<file path="config.mk">
export PLATFORM = sky130hd
export DESIGN_NAME = scatter_gather_segment_splitter_unit_flat
export DESIGN_NICKNAME = d
export VERILOG_FILES = /design/src/rtl/sgs_pkg.sv /design/src/rtl/sgs_req_if.sv /design/src/rtl/sgs_desc_if.sv /design/src/rtl/sgs_front.sv /design/src/rtl/sgs_back.sv /design/src/rtl/scatter_gather_segment_splitter_unit.sv /design/src/flat_wrapper.sv
export VERILOG_INCLUDE_DIRS = /design/src /design/src/rtl
export SDC_FILE = /design/constraint.sdc
export NUM_CORES = 2
export LEC_CHECK = 0
export ABC_AREA = 1
export BUFFER_PORTS_ARGS = -buffer_cell sky130_fd_sc_hd__buf_4
export CAP_MARGIN = 10
export CELL_PAD_IN_SITES_DETAIL_PLACEMENT = 1
export CELL_PAD_IN_SITES_GLOBAL_PLACEMENT = 1
export CORE_MARGIN = 1.5
export CORE_UTILIZATION = 54
export CTS_CLUSTER_DIAMETER = 80
export DETAILED_ROUTE_END_ITERATION = 12
export GPL_TIMING_DRIVEN = 0
export HOLD_SLACK_MARGIN = 0.12
export MAX_ROUTING_LAYER = met4
export PLACE_DENSITY = 0.82
export SYNTH_ARGS = -nofsm -noshare
export SYNTH_HDL_FRONTEND = slang
export SYNTH_SLANG_ARGS = --single-unit
</file>
<file path="constraint.sdc">
create_clock -name clk -period 16.5 [get_ports clk]
set_clock_uncertainty 0.15 [all_clocks]
set_input_delay 0.825 -clock clk [delete_from_list [all_inputs] [get_ports clk]]
set_output_delay 0.825 -clock clk [all_outputs]
set_load 0.05 [all_outputs]
</file>
<file path="src/rtl/scatter_gather_segment_splitter_unit_macros.svh">
// Assertion macros for the scatter-gather segment splitter.
// Included by the modules that carry assertions; expects clk and rst_n in scope.
`ifndef SCATTER_GATHER_SEGMENT_SPLITTER_UNIT_MACROS_SVH
`define SCATTER_GATHER_SEGMENT_SPLITTER_UNIT_MACROS_SVH

// checked only out of reset
`define SGS_ASSERT(lbl, prop, msg) \
    lbl: assert property (@(posedge clk) disable iff (!rst_n) (prop)) else $error(msg);

// checked at every edge, reset included
`define SGS_ASSERT_ALWAYS(lbl, prop, msg) \
    lbl: assert property (@(posedge clk) (prop)) else $error(msg);

`endif

</file>
<file path="src/rtl/sgs_pkg.sv">
// Shared types and constants for the scatter-gather segment splitter.
// No dependencies; used by every other file of the block but the macros header.
package sgs_pkg;

    localparam int NUM_ENTRIES_DEF = 16;
    localparam int ADDR_BITS_DEF   = 48;

    localparam int IDX_W   = 4;
    localparam int ADDR_W  = 48;
    localparam int SIZE_W  = 32;
    localparam int QUEUE_DEPTH = 2;

    typedef logic [IDX_W-1:0]  idx_t;
    typedef logic [ADDR_W-1:0] addr_t;
    typedef logic [SIZE_W-1:0] size_t;

    // command word passed from the front end to the back end
    typedef struct packed {
        logic  is_xfer;
        idx_t  entry_index;
        addr_t entry_addr;
        size_t entry_size;
        size_t byte_offset;
        size_t byte_length;
    } cmd_t;

    typedef enum logic [2:0] {
        ST_IDLE,
        ST_SKIP,
        ST_FIND,
        ST_EMIT,
        ST_ERR
    } state_t;

endpackage

</file>
<file path="src/rtl/sgs_req_if.sv">
// Input channel: one beat is a table write or a transfer request.
// Depends on sgs_pkg for field widths.
interface sgs_req_if;
    logic               valid;
    logic               ready;
    logic               cmd;
    sgs_pkg::idx_t      entry_index;
    sgs_pkg::addr_t     entry_addr;
    sgs_pkg::size_t     entry_size;
    sgs_pkg::size_t     byte_offset;
    sgs_pkg::size_t     byte_length;

    modport source (output valid, cmd, entry_index, entry_addr, entry_size,
                    byte_offset, byte_length, input ready);
    modport sink (input valid, cmd, entry_index, entry_addr, entry_size,
                  byte_offset, byte_length, output ready);
endinterface

</file>
<file path="src/rtl/sgs_desc_if.sv">
// Output channel: one beat is one segment descriptor or an error result.
// Depends on sgs_pkg for field widths.
interface sgs_desc_if;
    logic               valid;
    logic               ready;
    sgs_pkg::addr_t     seg_addr;
    sgs_pkg::size_t     seg_len;
    logic               last;
    logic               status;

    modport source (output valid, seg_addr, seg_len, last, status, input ready);
    modport sink (input valid, seg_addr, seg_len, last, status, output ready);
endinterface

</file>
<file path="src/rtl/sgs_front.sv">
// Front end: accepts request beats, drops out-of-range table writes and
// queues the rest for the back end. Depends on sgs_pkg and sgs_req_if.
`include "scatter_gather_segment_splitter_unit_macros.svh"

module sgs_front #(
    parameter int NUM_ENTRIES = sgs_pkg::NUM_ENTRIES_DEF
) (
    input  logic            clk,
    input  logic            rst_n,
    sgs_req_if.sink         req,
    output logic            q_valid,
    output sgs_pkg::cmd_t   q_data,
    input  logic            q_pop
);

    localparam int PTR_W = (sgs_pkg::QUEUE_DEPTH > 1) ? $clog2(sgs_pkg::QUEUE_DEPTH) : 1;
    localparam int CNT_W = $clog2(sgs_pkg::QUEUE_DEPTH + 1);

    typedef logic [PTR_W-1:0] ptr_t;
    typedef logic [CNT_W-1:0] cnt_t;

    sgs_pkg::cmd_t q_mem [sgs_pkg::QUEUE_DEPTH];
    ptr_t          wr_ptr_reg, wr_ptr_next;
    ptr_t          rd_ptr_reg, rd_ptr_next;
    cnt_t          count_reg, count_next;

    logic          accept;
    logic          keep;
    logic          push;
    sgs_pkg::cmd_t cmd_in;

    assign req.ready = (count_reg != cnt_t'(sgs_pkg::QUEUE_DEPTH));
    assign accept    = req.valid && req.ready;
    assign keep      = req.cmd || (int'(req.entry_index) < NUM_ENTRIES);
    assign push      = accept && keep;

    assign cmd_in.is_xfer     = req.cmd;
    assign cmd_in.entry_index = req.entry_index;
    assign cmd_in.entry_addr  = req.entry_addr;
    assign cmd_in.entry_size  = req.entry_size;
    assign cmd_in.byte_offset = req.byte_offset;
    assign cmd_in.byte_length = req.byte_length;

    assign q_valid = (count_reg != '0);
    assign q_data  = q_mem[rd_ptr_reg];

    always_comb
    begin
        wr_ptr_next = wr_ptr_reg;
        rd_ptr_next = rd_ptr_reg;
        count_next  = count_reg;
        if (push)
        begin
            wr_ptr_next = (int'(wr_ptr_reg) == sgs_pkg::QUEUE_DEPTH - 1) ? '0
                                                                         : wr_ptr_reg + ptr_t'(1);
        end
        if (q_pop)
        begin
            rd_ptr_next = (int'(rd_ptr_reg) == sgs_pkg::QUEUE_DEPTH - 1) ? '0
                                                                         : rd_ptr_reg + ptr_t'(1);
        end
        if (push && !q_pop)
        begin
            count_next = count_reg + cnt_t'(1);
        end
        else if (q_pop && !push)
        begin
            count_next = count_reg - cnt_t'(1);
        end
    end

    always_ff @(posedge clk or negedge rst_n)
    begin
        if (!rst_n)
        begin
            wr_ptr_reg <= '0;
            rd_ptr_reg <= '0;
            count_reg  <= '0;
        end
        else
        begin
            wr_ptr_reg <= wr_ptr_next;
            rd_ptr_reg <= rd_ptr_next;
            count_reg  <= count_next;
        end
    end

    always_ff @(posedge clk)
    begin
        if (push)
        begin
            q_mem[wr_ptr_reg] <= cmd_in;
        end
    end

    `SGS_ASSERT_ALWAYS(a_queue_bound, count_reg <= cnt_t'(sgs_pkg::QUEUE_DEPTH), "queue overfilled")
    `SGS_ASSERT(a_drop_write, (accept && !keep && !q_pop) |=> (count_reg == $past(count_reg)), "out-of-range write was queued")

endmodule

</file>
<file path="src/rtl/sgs_back.sv">
// Back end: segment table, table walk and descriptor output register.
// Depends on sgs_pkg and sgs_desc_if.
`include "scatter_gather_segment_splitter_unit_macros.svh"

module sgs_back #(
    parameter int NUM_ENTRIES = sgs_pkg::NUM_ENTRIES_DEF,
    parameter int ADDR_BITS   = sgs_pkg::ADDR_BITS_DEF
) (
    input  logic            clk,
    input  logic            rst_n,
    input  logic            cfg_we,
    input  sgs_pkg::idx_t   cfg_wdata,
    input  logic            q_valid,
    input  sgs_pkg::cmd_t   q_data,
    output logic            q_pop,
    sgs_desc_if.source      desc
);

    localparam int IW = (NUM_ENTRIES > 1) ? $clog2(NUM_ENTRIES) : 1;

    typedef logic [IW-1:0]        tidx_t;
    typedef logic [ADDR_BITS-1:0] taddr_t;

    taddr_t          addr_mem [NUM_ENTRIES];
    sgs_pkg::size_t  size_mem [NUM_ENTRIES];
    taddr_t          ent_addr_reg;
    sgs_pkg::size_t  ent_size_reg;

    sgs_pkg::idx_t   cfg_reg;
    tidx_t           lim;

    sgs_pkg::state_t state_reg, state_next;
    tidx_t           idx_reg, idx_next;
    tidx_t           start_reg, start_next;
    tidx_t           end_reg, end_next;
    sgs_pkg::size_t  off_reg, off_next;
    sgs_pkg::size_t  rem_reg, rem_next;
    sgs_pkg::size_t  len_reg, len_next;
    logic            first_reg, first_next;

    logic            out_valid_reg;
    sgs_pkg::addr_t  out_addr_reg;
    sgs_pkg::size_t  out_len_reg;
    logic            out_last_reg;
    logic            out_status_reg;

    logic            can_load;
    logic            ld;
    sgs_pkg::addr_t  ld_addr;
    sgs_pkg::size_t  ld_len;
    logic            ld_last;
    logic            ld_status;
    logic            mem_we;
    sgs_pkg::size_t  avail;
    taddr_t          base_addr;

    assign lim = (int'(cfg_reg) >= NUM_ENTRIES) ? tidx_t'(NUM_ENTRIES - 1) : tidx_t'(cfg_reg);

    assign can_load  = !out_valid_reg || desc.ready;
    assign avail     = first_reg ? (ent_size_reg - off_reg) : ent_size_reg;
    assign base_addr = first_reg ? (ent_addr_reg + taddr_t'(off_reg)) : ent_addr_reg;

    always_ff @(posedge clk or negedge rst_n)
    begin
        if (!rst_n)
        begin
            cfg_reg <= '0;
        end
        else if (cfg_we)
        begin
            cfg_reg <= cfg_wdata;
        end
    end

    always_comb
    begin
        state_next = state_reg;
        idx_next   = idx_reg;
        start_next = start_reg;
        end_next   = end_reg;
        off_next   = off_reg;
        rem_next   = rem_reg;
        len_next   = len_reg;
        first_next = first_reg;
        q_pop      = 1'b0;
        mem_we     = 1'b0;
        ld         = 1'b0;
        ld_addr    = '0;
        ld_len     = '0;
        ld_last    = 1'b0;
        ld_status  = 1'b0;
        unique case (state_reg)
            sgs_pkg::ST_IDLE:
            begin
                if (q_valid)
                begin
                    q_pop = 1'b1;
                    if (!q_data.is_xfer)
                    begin
                        mem_we = 1'b1;
                    end
                    else
                    begin
                        off_next   = q_data.byte_offset;
                        len_next   = q_data.byte_length;
                        rem_next   = q_data.byte_length;
                        idx_next   = '0;
                        first_next = 1'b1;
                        state_next = sgs_pkg::ST_SKIP;
                    end
                end
            end
            sgs_pkg::ST_SKIP:
            begin
                if (off_reg != '0 && off_reg >= ent_size_reg)
                begin
                    off_next = off_reg - ent_size_reg;
                    if (idx_reg == lim)
                    begin
                        state_next = sgs_pkg::ST_ERR;
                    end
                    else
                    begin
                        idx_next = idx_reg + tidx_t'(1);
                    end
                end
                else
                begin
                    start_next = idx_reg;
                    state_next = sgs_pkg::ST_FIND;
                end
            end
            sgs_pkg::ST_FIND:
            begin
                if (avail >= rem_reg)
                begin
                    end_next   = idx_reg;
                    idx_next   = start_reg;
                    rem_next   = len_reg;
                    first_next = 1'b1;
                    state_next = sgs_pkg::ST_EMIT;
                end
                else
                begin
                    rem_next   = rem_reg - avail;
                    first_next = 1'b0;
                    if (idx_reg == lim)
                    begin
                        state_next = sgs_pkg::ST_ERR;
                    end
                    else
                    begin
                        idx_next = idx_reg + tidx_t'(1);
                    end
                end
            end
            sgs_pkg::ST_EMIT:
            begin
                if (can_load)
                begin
                    ld      = 1'b1;
                    ld_addr = sgs_pkg::addr_t'(base_addr);
                    if (idx_reg == end_reg)
                    begin
                        ld_len     = rem_reg;
                        ld_last    = 1'b1;
                        state_next = sgs_pkg::ST_IDLE;
                    end
                    else
                    begin
                        ld_len     = avail;
                        rem_next   = rem_reg - avail;
                        first_next = 1'b0;
                        idx_next   = idx_reg + tidx_t'(1);
                    end
                end
            end
            sgs_pkg::ST_ERR:
            begin
                if (can_load)
                begin
                    ld         = 1'b1;
                    ld_last    = 1'b1;
                    ld_status  = 1'b1;
                    state_next = sgs_pkg::ST_IDLE;
                end
            end
            default:
            begin
                state_next = sgs_pkg::ST_IDLE;
            end
        endcase
    end

    always_ff @(posedge clk or negedge rst_n)
    begin
        if (!rst_n)
        begin
            state_reg <= sgs_pkg::ST_IDLE;
        end
        else
        begin
            state_reg <= state_next;
        end
    end

    always_ff @(posedge clk)
    begin
        idx_reg   <= idx_next;
        start_reg <= start_next;
        end_reg   <= end_next;
        off_reg   <= off_next;
        rem_reg   <= rem_next;
        len_reg   <= len_next;
        first_reg <= first_next;
    end

    // table: read address is idx_next, so the registered data lines up with idx_reg
    always_ff @(posedge clk)
    begin
        if (mem_we)
        begin
            addr_mem[tidx_t'(q_data.entry_index)] <= taddr_t'(q_data.entry_addr);
            size_mem[tidx_t'(q_data.entry_index)] <= q_data.entry_size;
        end
        ent_addr_reg <= addr_mem[idx_next];
        ent_size_reg <= size_mem[idx_next];
    end

    always_ff @(posedge clk or negedge rst_n)
    begin
        if (!rst_n)
        begin
            out_valid_reg <= 1'b0;
        end
        else if (ld)
        begin
            out_valid_reg <= 1'b1;
        end
        else if (desc.ready)
        begin
            out_valid_reg <= 1'b0;
        end
    end

    always_ff @(posedge clk)
    begin
        if (ld)
        begin
            out_addr_reg   <= ld_addr;
            out_len_reg    <= ld_len;
            out_last_reg   <= ld_last;
            out_status_reg <= ld_status;
        end
    end

    assign desc.valid    = out_valid_reg;
    assign desc.seg_addr = out_addr_reg;
    assign desc.seg_len  = out_len_reg;
    assign desc.last     = out_last_reg;
    assign desc.status   = out_status_reg;

    `SGS_ASSERT(a_emit_range, (state_reg == sgs_pkg::ST_EMIT) |-> (idx_reg <= end_reg), "emit walked past end segment")
    `SGS_ASSERT(a_walk_lim, (state_reg == sgs_pkg::ST_SKIP || state_reg == sgs_pkg::ST_FIND) |-> (idx_reg <= lim), "walk beyond last entry")
    `SGS_ASSERT(a_last_idle, (ld && ld_last) |=> (state_reg == sgs_pkg::ST_IDLE), "final beat did not end transfer")
    `SGS_ASSERT(a_err_beat, (out_valid_reg && out_status_reg) |-> (out_addr_reg == '0 && out_len_reg == '0 && out_last_reg), "malformed error beat")

endmodule

</file>
<file path="src/rtl/scatter_gather_segment_splitter_unit.sv">
// Scatter-gather segment splitter, top level.
// Request beats (req) carry table writes or transfer requests; descriptor
// beats (desc) carry one segment each. valid/ready on both, beat on both high.
// cfg_we/cfg_wdata load last_entry_index; write only while idle.
// A table write gives no beat. A transfer skips s entries by the offset,
// scans f entries to find the end segment and emits d descriptors. The single
// table read port is walked one entry a cycle while the descriptor output is
// not stalled. A two-beat queue lets requests be taken while a transfer runs.
// An offset or length beyond the table gives one beat with status 1, last 1.
// Reset clears the queue, the walk state machine, the output valid flag and
// last_entry_index; table contents are undefined until written.
// A stalled receiver holds the descriptor register; emission waits behind it.
// Depends on sgs_pkg, sgs_req_if, sgs_desc_if, sgs_front and sgs_back.
module scatter_gather_segment_splitter_unit #(
    parameter int NUM_ENTRIES = sgs_pkg::NUM_ENTRIES_DEF,
    parameter int ADDR_BITS   = sgs_pkg::ADDR_BITS_DEF
) (
    input  logic            clk,
    input  logic            rst_n,
    sgs_req_if.sink         req,
    sgs_desc_if.source      desc,
    input  logic            cfg_we,
    input  sgs_pkg::idx_t   cfg_wdata
);

    logic          q_valid;
    logic          q_pop;
    sgs_pkg::cmd_t q_data;

    sgs_front #(
        .NUM_ENTRIES (NUM_ENTRIES)
    ) u_front (
        .clk     (clk),
        .rst_n   (rst_n),
        .req     (req),
        .q_valid (q_valid),
        .q_data  (q_data),
        .q_pop   (q_pop)
    );

    sgs_back #(
        .NUM_ENTRIES (NUM_ENTRIES),
        .ADDR_BITS   (ADDR_BITS)
    ) u_back (
        .clk       (clk),
        .rst_n     (rst_n),
        .cfg_we    (cfg_we),
        .cfg_wdata (cfg_wdata),
        .q_valid   (q_valid),
        .q_data    (q_data),
        .q_pop     (q_pop),
        .desc      (desc)
    );

endmodule
</file>
<file path="src/flat_wrapper.sv">
// flat-port wrapper written by rule: the top's interface ports become plain ports
module scatter_gather_segment_splitter_unit_flat 
#(
    parameter int NUM_ENTRIES = sgs_pkg::NUM_ENTRIES_DEF,
    parameter int ADDR_BITS   = sgs_pkg::ADDR_BITS_DEF
)
  (clk, rst_n, cfg_we, cfg_wdata, req_valid, req_cmd, req_entry_index, req_entry_addr, req_entry_size, req_byte_offset, req_byte_length, req_ready, desc_valid, desc_seg_addr, desc_seg_len, desc_last, desc_status, desc_ready);
  sgs_req_if req_i ();
  sgs_desc_if desc_i ();
  input  logic clk;
  input  logic rst_n;
  input  logic cfg_we;
  input  sgs_pkg::idx_t cfg_wdata;
  input wire logic [$bits(req_i.valid)-1:0] req_valid;
  input wire logic [$bits(req_i.cmd)-1:0] req_cmd;
  input wire logic [$bits(req_i.entry_index)-1:0] req_entry_index;
  input wire logic [$bits(req_i.entry_addr)-1:0] req_entry_addr;
  input wire logic [$bits(req_i.entry_size)-1:0] req_entry_size;
  input wire logic [$bits(req_i.byte_offset)-1:0] req_byte_offset;
  input wire logic [$bits(req_i.byte_length)-1:0] req_byte_length;
  output wire logic [$bits(req_i.ready)-1:0] req_ready;
  output wire logic [$bits(desc_i.valid)-1:0] desc_valid;
  output wire logic [$bits(desc_i.seg_addr)-1:0] desc_seg_addr;
  output wire logic [$bits(desc_i.seg_len)-1:0] desc_seg_len;
  output wire logic [$bits(desc_i.last)-1:0] desc_last;
  output wire logic [$bits(desc_i.status)-1:0] desc_status;
  input wire logic [$bits(desc_i.ready)-1:0] desc_ready;
  assign req_i.valid = req_valid;
  assign req_i.cmd = req_cmd;
  assign req_i.entry_index = req_entry_index;
  assign req_i.entry_addr = req_entry_addr;
  assign req_i.entry_size = req_entry_size;
  assign req_i.byte_offset = req_byte_offset;
  assign req_i.byte_length = req_byte_length;
  assign req_ready = req_i.ready;
  assign desc_valid = desc_i.valid;
  assign desc_seg_addr = desc_i.seg_addr;
  assign desc_seg_len = desc_i.seg_len;
  assign desc_last = desc_i.last;
  assign desc_status = desc_i.status;
  assign desc_i.ready = desc_ready;
  scatter_gather_segment_splitter_unit #(.NUM_ENTRIES(NUM_ENTRIES), .ADDR_BITS(ADDR_BITS)) u_core (.clk(clk), .rst_n(rst_n), .req(req_i), .desc(desc_i), .cfg_we(cfg_we), .cfg_wdata(cfg_wdata));
endmodule
</file>
==> results.sh <==
export IMPL_status="finished clean"
export IMPL_core_um2=158000
export IMPL_largest_registers="u_core.u_back.addr_mem (768), u_core.u_back.size_mem (512), u_core.u_front.q_mem (298)"
export IMPL_place_congestion=0.983
export IMPL_arrival_ns=8.67
export IMPL_slew_headroom_pct=13.2
export IMPL_syn_nets=8514
export IMPL_dieWidth_um=401
export IMPL_fin_crit_ns=8.19
export IMPL_dr_pass1_iters=6
export IMPL_first_iter_violations=9004
export IMPL_drive_above_1_share_pct=10.6
export IMPL_netlist_area_um2=85700
export IMPL_clkSinkCount=1861
export IMPL_floorplan_die_area_um2=161000
export IMPL_syn_avg_cell_area_um2=10.4
export IMPL_h_tree_depth=4
export IMPL_ant_nets=0
export IMPL_end_kind="register"
export IMPL_cp_max_fo=10
export IMPL_port_buffers=241
export IMPL_fin_crit_sh_pct=49.6
export IMPL_ys_ff_latch=1861
export IMPL_top_usage_layer="met2"
export IMPL_cts_resized=0
export IMPL_num_rows=146
export IMPL_hold_viol_final=0
export IMPL_grt_use_met3_pct=7.56
export IMPL_cts_max_path_buffers=3
export IMPL_critPathRequiredTime_ns=16.98
export IMPL_viasPerCell=6.19
export IMPL_yosysUniqueCellTypes=62
export IMPL_cts_hold_buf=160
export IMPL_tritoncts="done"
export IMPL_pin_count=242
export IMPL_clk_pin_slew_ns=0.08
export IMPL_max_slew_worst_pin_slew_ns=1.30
export IMPL_synth_top_area_share_pct=61.8
export IMPL_ys_warn_count=0
export IMPL_top_register="u_core.u_back.addr_mem"
export IMPL_worstSetupPathType="reg2reg"
export IMPL_clock_latency_ns=0.88
export IMPL_grt_max_degree=68
export IMPL_grtUsageMet1_pct=53.8
export IMPL_synth_edf_count=1765
export IMPL_max_freq_mhz=122
export IMPL_synthFlopType="edfxtp_1"
export IMPL_wl_um=336000
export IMPL_grt_pass1_wl_um=484000
export IMPL_grtUsageTotal_pct=42.5
export IMPL_grt_ovfl_total=0
export IMPL_yosysSeqAreaShare_pct=64.1
export IMPL_avgRoutedWirePerCell_um=30.1
export IMPL_die_height_um=401
export IMPL_max_cap_violations=0
export IMPL_nNetsFinal=9184
export IMPL_rsz0062_at_grt="false"
export IMPL_cts_made_buffers=196
export IMPL_synth_area_leader_cell="edfxtp_1"
export IMPL_tns_ns=0
export IMPL_finalMaxSlewViolations=0
export IMPL_hold_class="in2async"
export IMPL_setup_violations=0
export IMPL_post_cts_setup_buffer_count=0
export IMPL_initial_core_util_pct=54.3
export IMPL_place_hpwl_um=227000
export IMPL_async_flop_share_pct=0.645
export IMPL_drc_errors=0
export IMPL_synth_area_leaders="edfxtp_1 62%, nand3_1 9.0%, nand2_1 6.7%"
export IMPL_vias=69100
export IMPL_grtUsageMet2_pct=65.3
export IMPL_grt_pass1_vias=71600
export IMPL_grt_antenna_before_repair=29
export IMPL_synth_cells=8223
export IMPL_cp_start_kind="register"
export IMPL_largest_reg_flops=768
export IMPL_cts_root_buf="clkbuf_16"
export IMPL_area_growth_pct=16.6
==> stage by stage <==
stage / hold slack [ns] / util, % / area (um2) / setup slack (ns) / cells
2_1_floorplan: 0.270 / - / 85700 / 8.51 / 8223
3_3_place_gp: 0.288 / 57.0 / 90100 / 3.39 / 10500
3_5_place_dp: 0.300 / 58.1 / 91800 / 8.65 / 10600
4_1_cts: 0.170 / 63.2 / 99900 / 8.65 / 11100
5_1_grt: 0.244 / 63.2 / 99900 / 8.17 / 11200
6_report: 0.240 / 63.2 / 99900 / 8.31 / 11200
==> cell families after synthesis <==
group	share of synthesized area [%]
simple gates	20.7
flops	64.1
buf+inv	8.42
compound gates	3.82
fa+ha+maj	1.98
xor+xnor	0.940
mux	0.0263
==> metal layers <==
layer | up-vias | part of all wire [%] | routed length (um)
met3 | 1057 | 9.2 | 31000
li1 | 29200 | - | -
met4 | 0 | 6.1 | 20600
met1 | 34600 | 38 | 129000
met5 | - | 0 | 0
met2 | 4266 | 46 | 156000
==> synthesized netlist by cell type (all sizes together), types with 3 or more instances <==
cell type and count:
o2111ai 3, nand3b 322, o21a 14, nand3 1541, dfxtp 84, xnor2 27, xor2 65, fa 4
clkbuf 160, o21bai 6, inv 1291, ha 129, or2 27, a21oi 219, o22ai 7, a31oi 21
o211ai 21, o21ai 242, a31o 5, a21boi 5, nand4 20, a221oi 4, dfrtp 12, a22oi 8
o221ai 5, nor3 25, nor4 7, nor2 316, edfxtp 1765, a21o 13, buf 275, nand2 1553
and3 3, a211oi 6
==> cells in the final DEF, fill, tap and decap left out, types with 21 or more instances in the layout <==
master / Yosys / routed
edfxtp_1: 1765 / 1765
nand2_1: 1541 / 1540
nand3_1: 1540 / 1540
inv_1: 1275 / 1275
nand3b_1: 322 / 322
nor2_1: 310 / 290
buf_4: 37 / 279
o21ai_0: 236 / 236
a21oi_1: 219 / 219
clkbuf_16: 0 / 201
clkbuf_1: 155 / 198
buf_2: 170 / 170
dlygate4sd3_1: 0 / 160
ha_1: 129 / 129
dfxtp_1: 84 / 84
xor2_1: 65 / 65
buf_6: 48 / 49
buf_12: 0 / 49
clkinv_1: 2 / 36
clkinv_2: 0 / 33
xnor2_1: 27 / 27
or2_2: 27 / 27
diode_2: 0 / 24
nor2_4: 2 / 22
o211ai_1: 21 / 21
nor3_1: 22 / 21
a31oi_1: 21 / 21
==> cell type report <==
cell class                 count  area (um2)
buffer                       435        2370
sequential                  1861       55000
clock buffer                 258        5320
antenna                       24        60.1
fill                       16700       58100
clock inverter               106        1130
timing repair buffer         472        4910
inverter                    1293        4860
tap                         2072        2590
multi-input combinational   4634       23700
==> critical path, cell delays in order (launching register included) <==
cell and delay, ns:
edfxtp_1 0.50, ha_1 0.49, nand2_1 0.18, nor2_1 0.32, a21oi_1 0.22, o21ai_0 0.48
inv_1 0.18, o21ai_0 0.26, xor2_1 0.10, o21ai_0 0.62, ha_1 0.35, nand2_1 0.12
nor2_1 0.24, nand2_1 0.10, nor3_2 0.40, nand4_2 0.22, nand2_2 0.22, nand2_1 0.18
nor2_1 0.18, a21oi_1 0.07, nand3_1 0.13, nand2_2 0.40, inv_4 0.49, clkbuf_1 0.59
nand3_1 0.24, nand3_1 0.22, nand2_1 0.30
==> path summary, 6_finish.rpt <==
check | cells after the start | slack, ns | from | endpoint
max reg2reg | 26 | 8.31 | u_core.u_back.off_reg[4] | u_core.u_back.ent_addr_reg[41]
min reg2reg | 2 | 0.41 | u_core.u_front.q_mem[0][23] | u_core.u_back.len_reg[23]
min in group clk | 3 | 0.34 | desc_ready | u_core.u_back.desc.status
max | 26 | 8.31 | u_core.u_back.off_reg[4] | u_core.u_back.ent_addr_reg[41]
min | 2 | 0.24 | rst_n | u_core.u_back.state_reg[2]
max in group asynchronous | 2 | 15.74 | rst_n | u_core.u_front.wr_ptr_reg
Power is not shown: default switching activity piles up to over one toggle a cycle in this logic, so the estimate is an artifact.
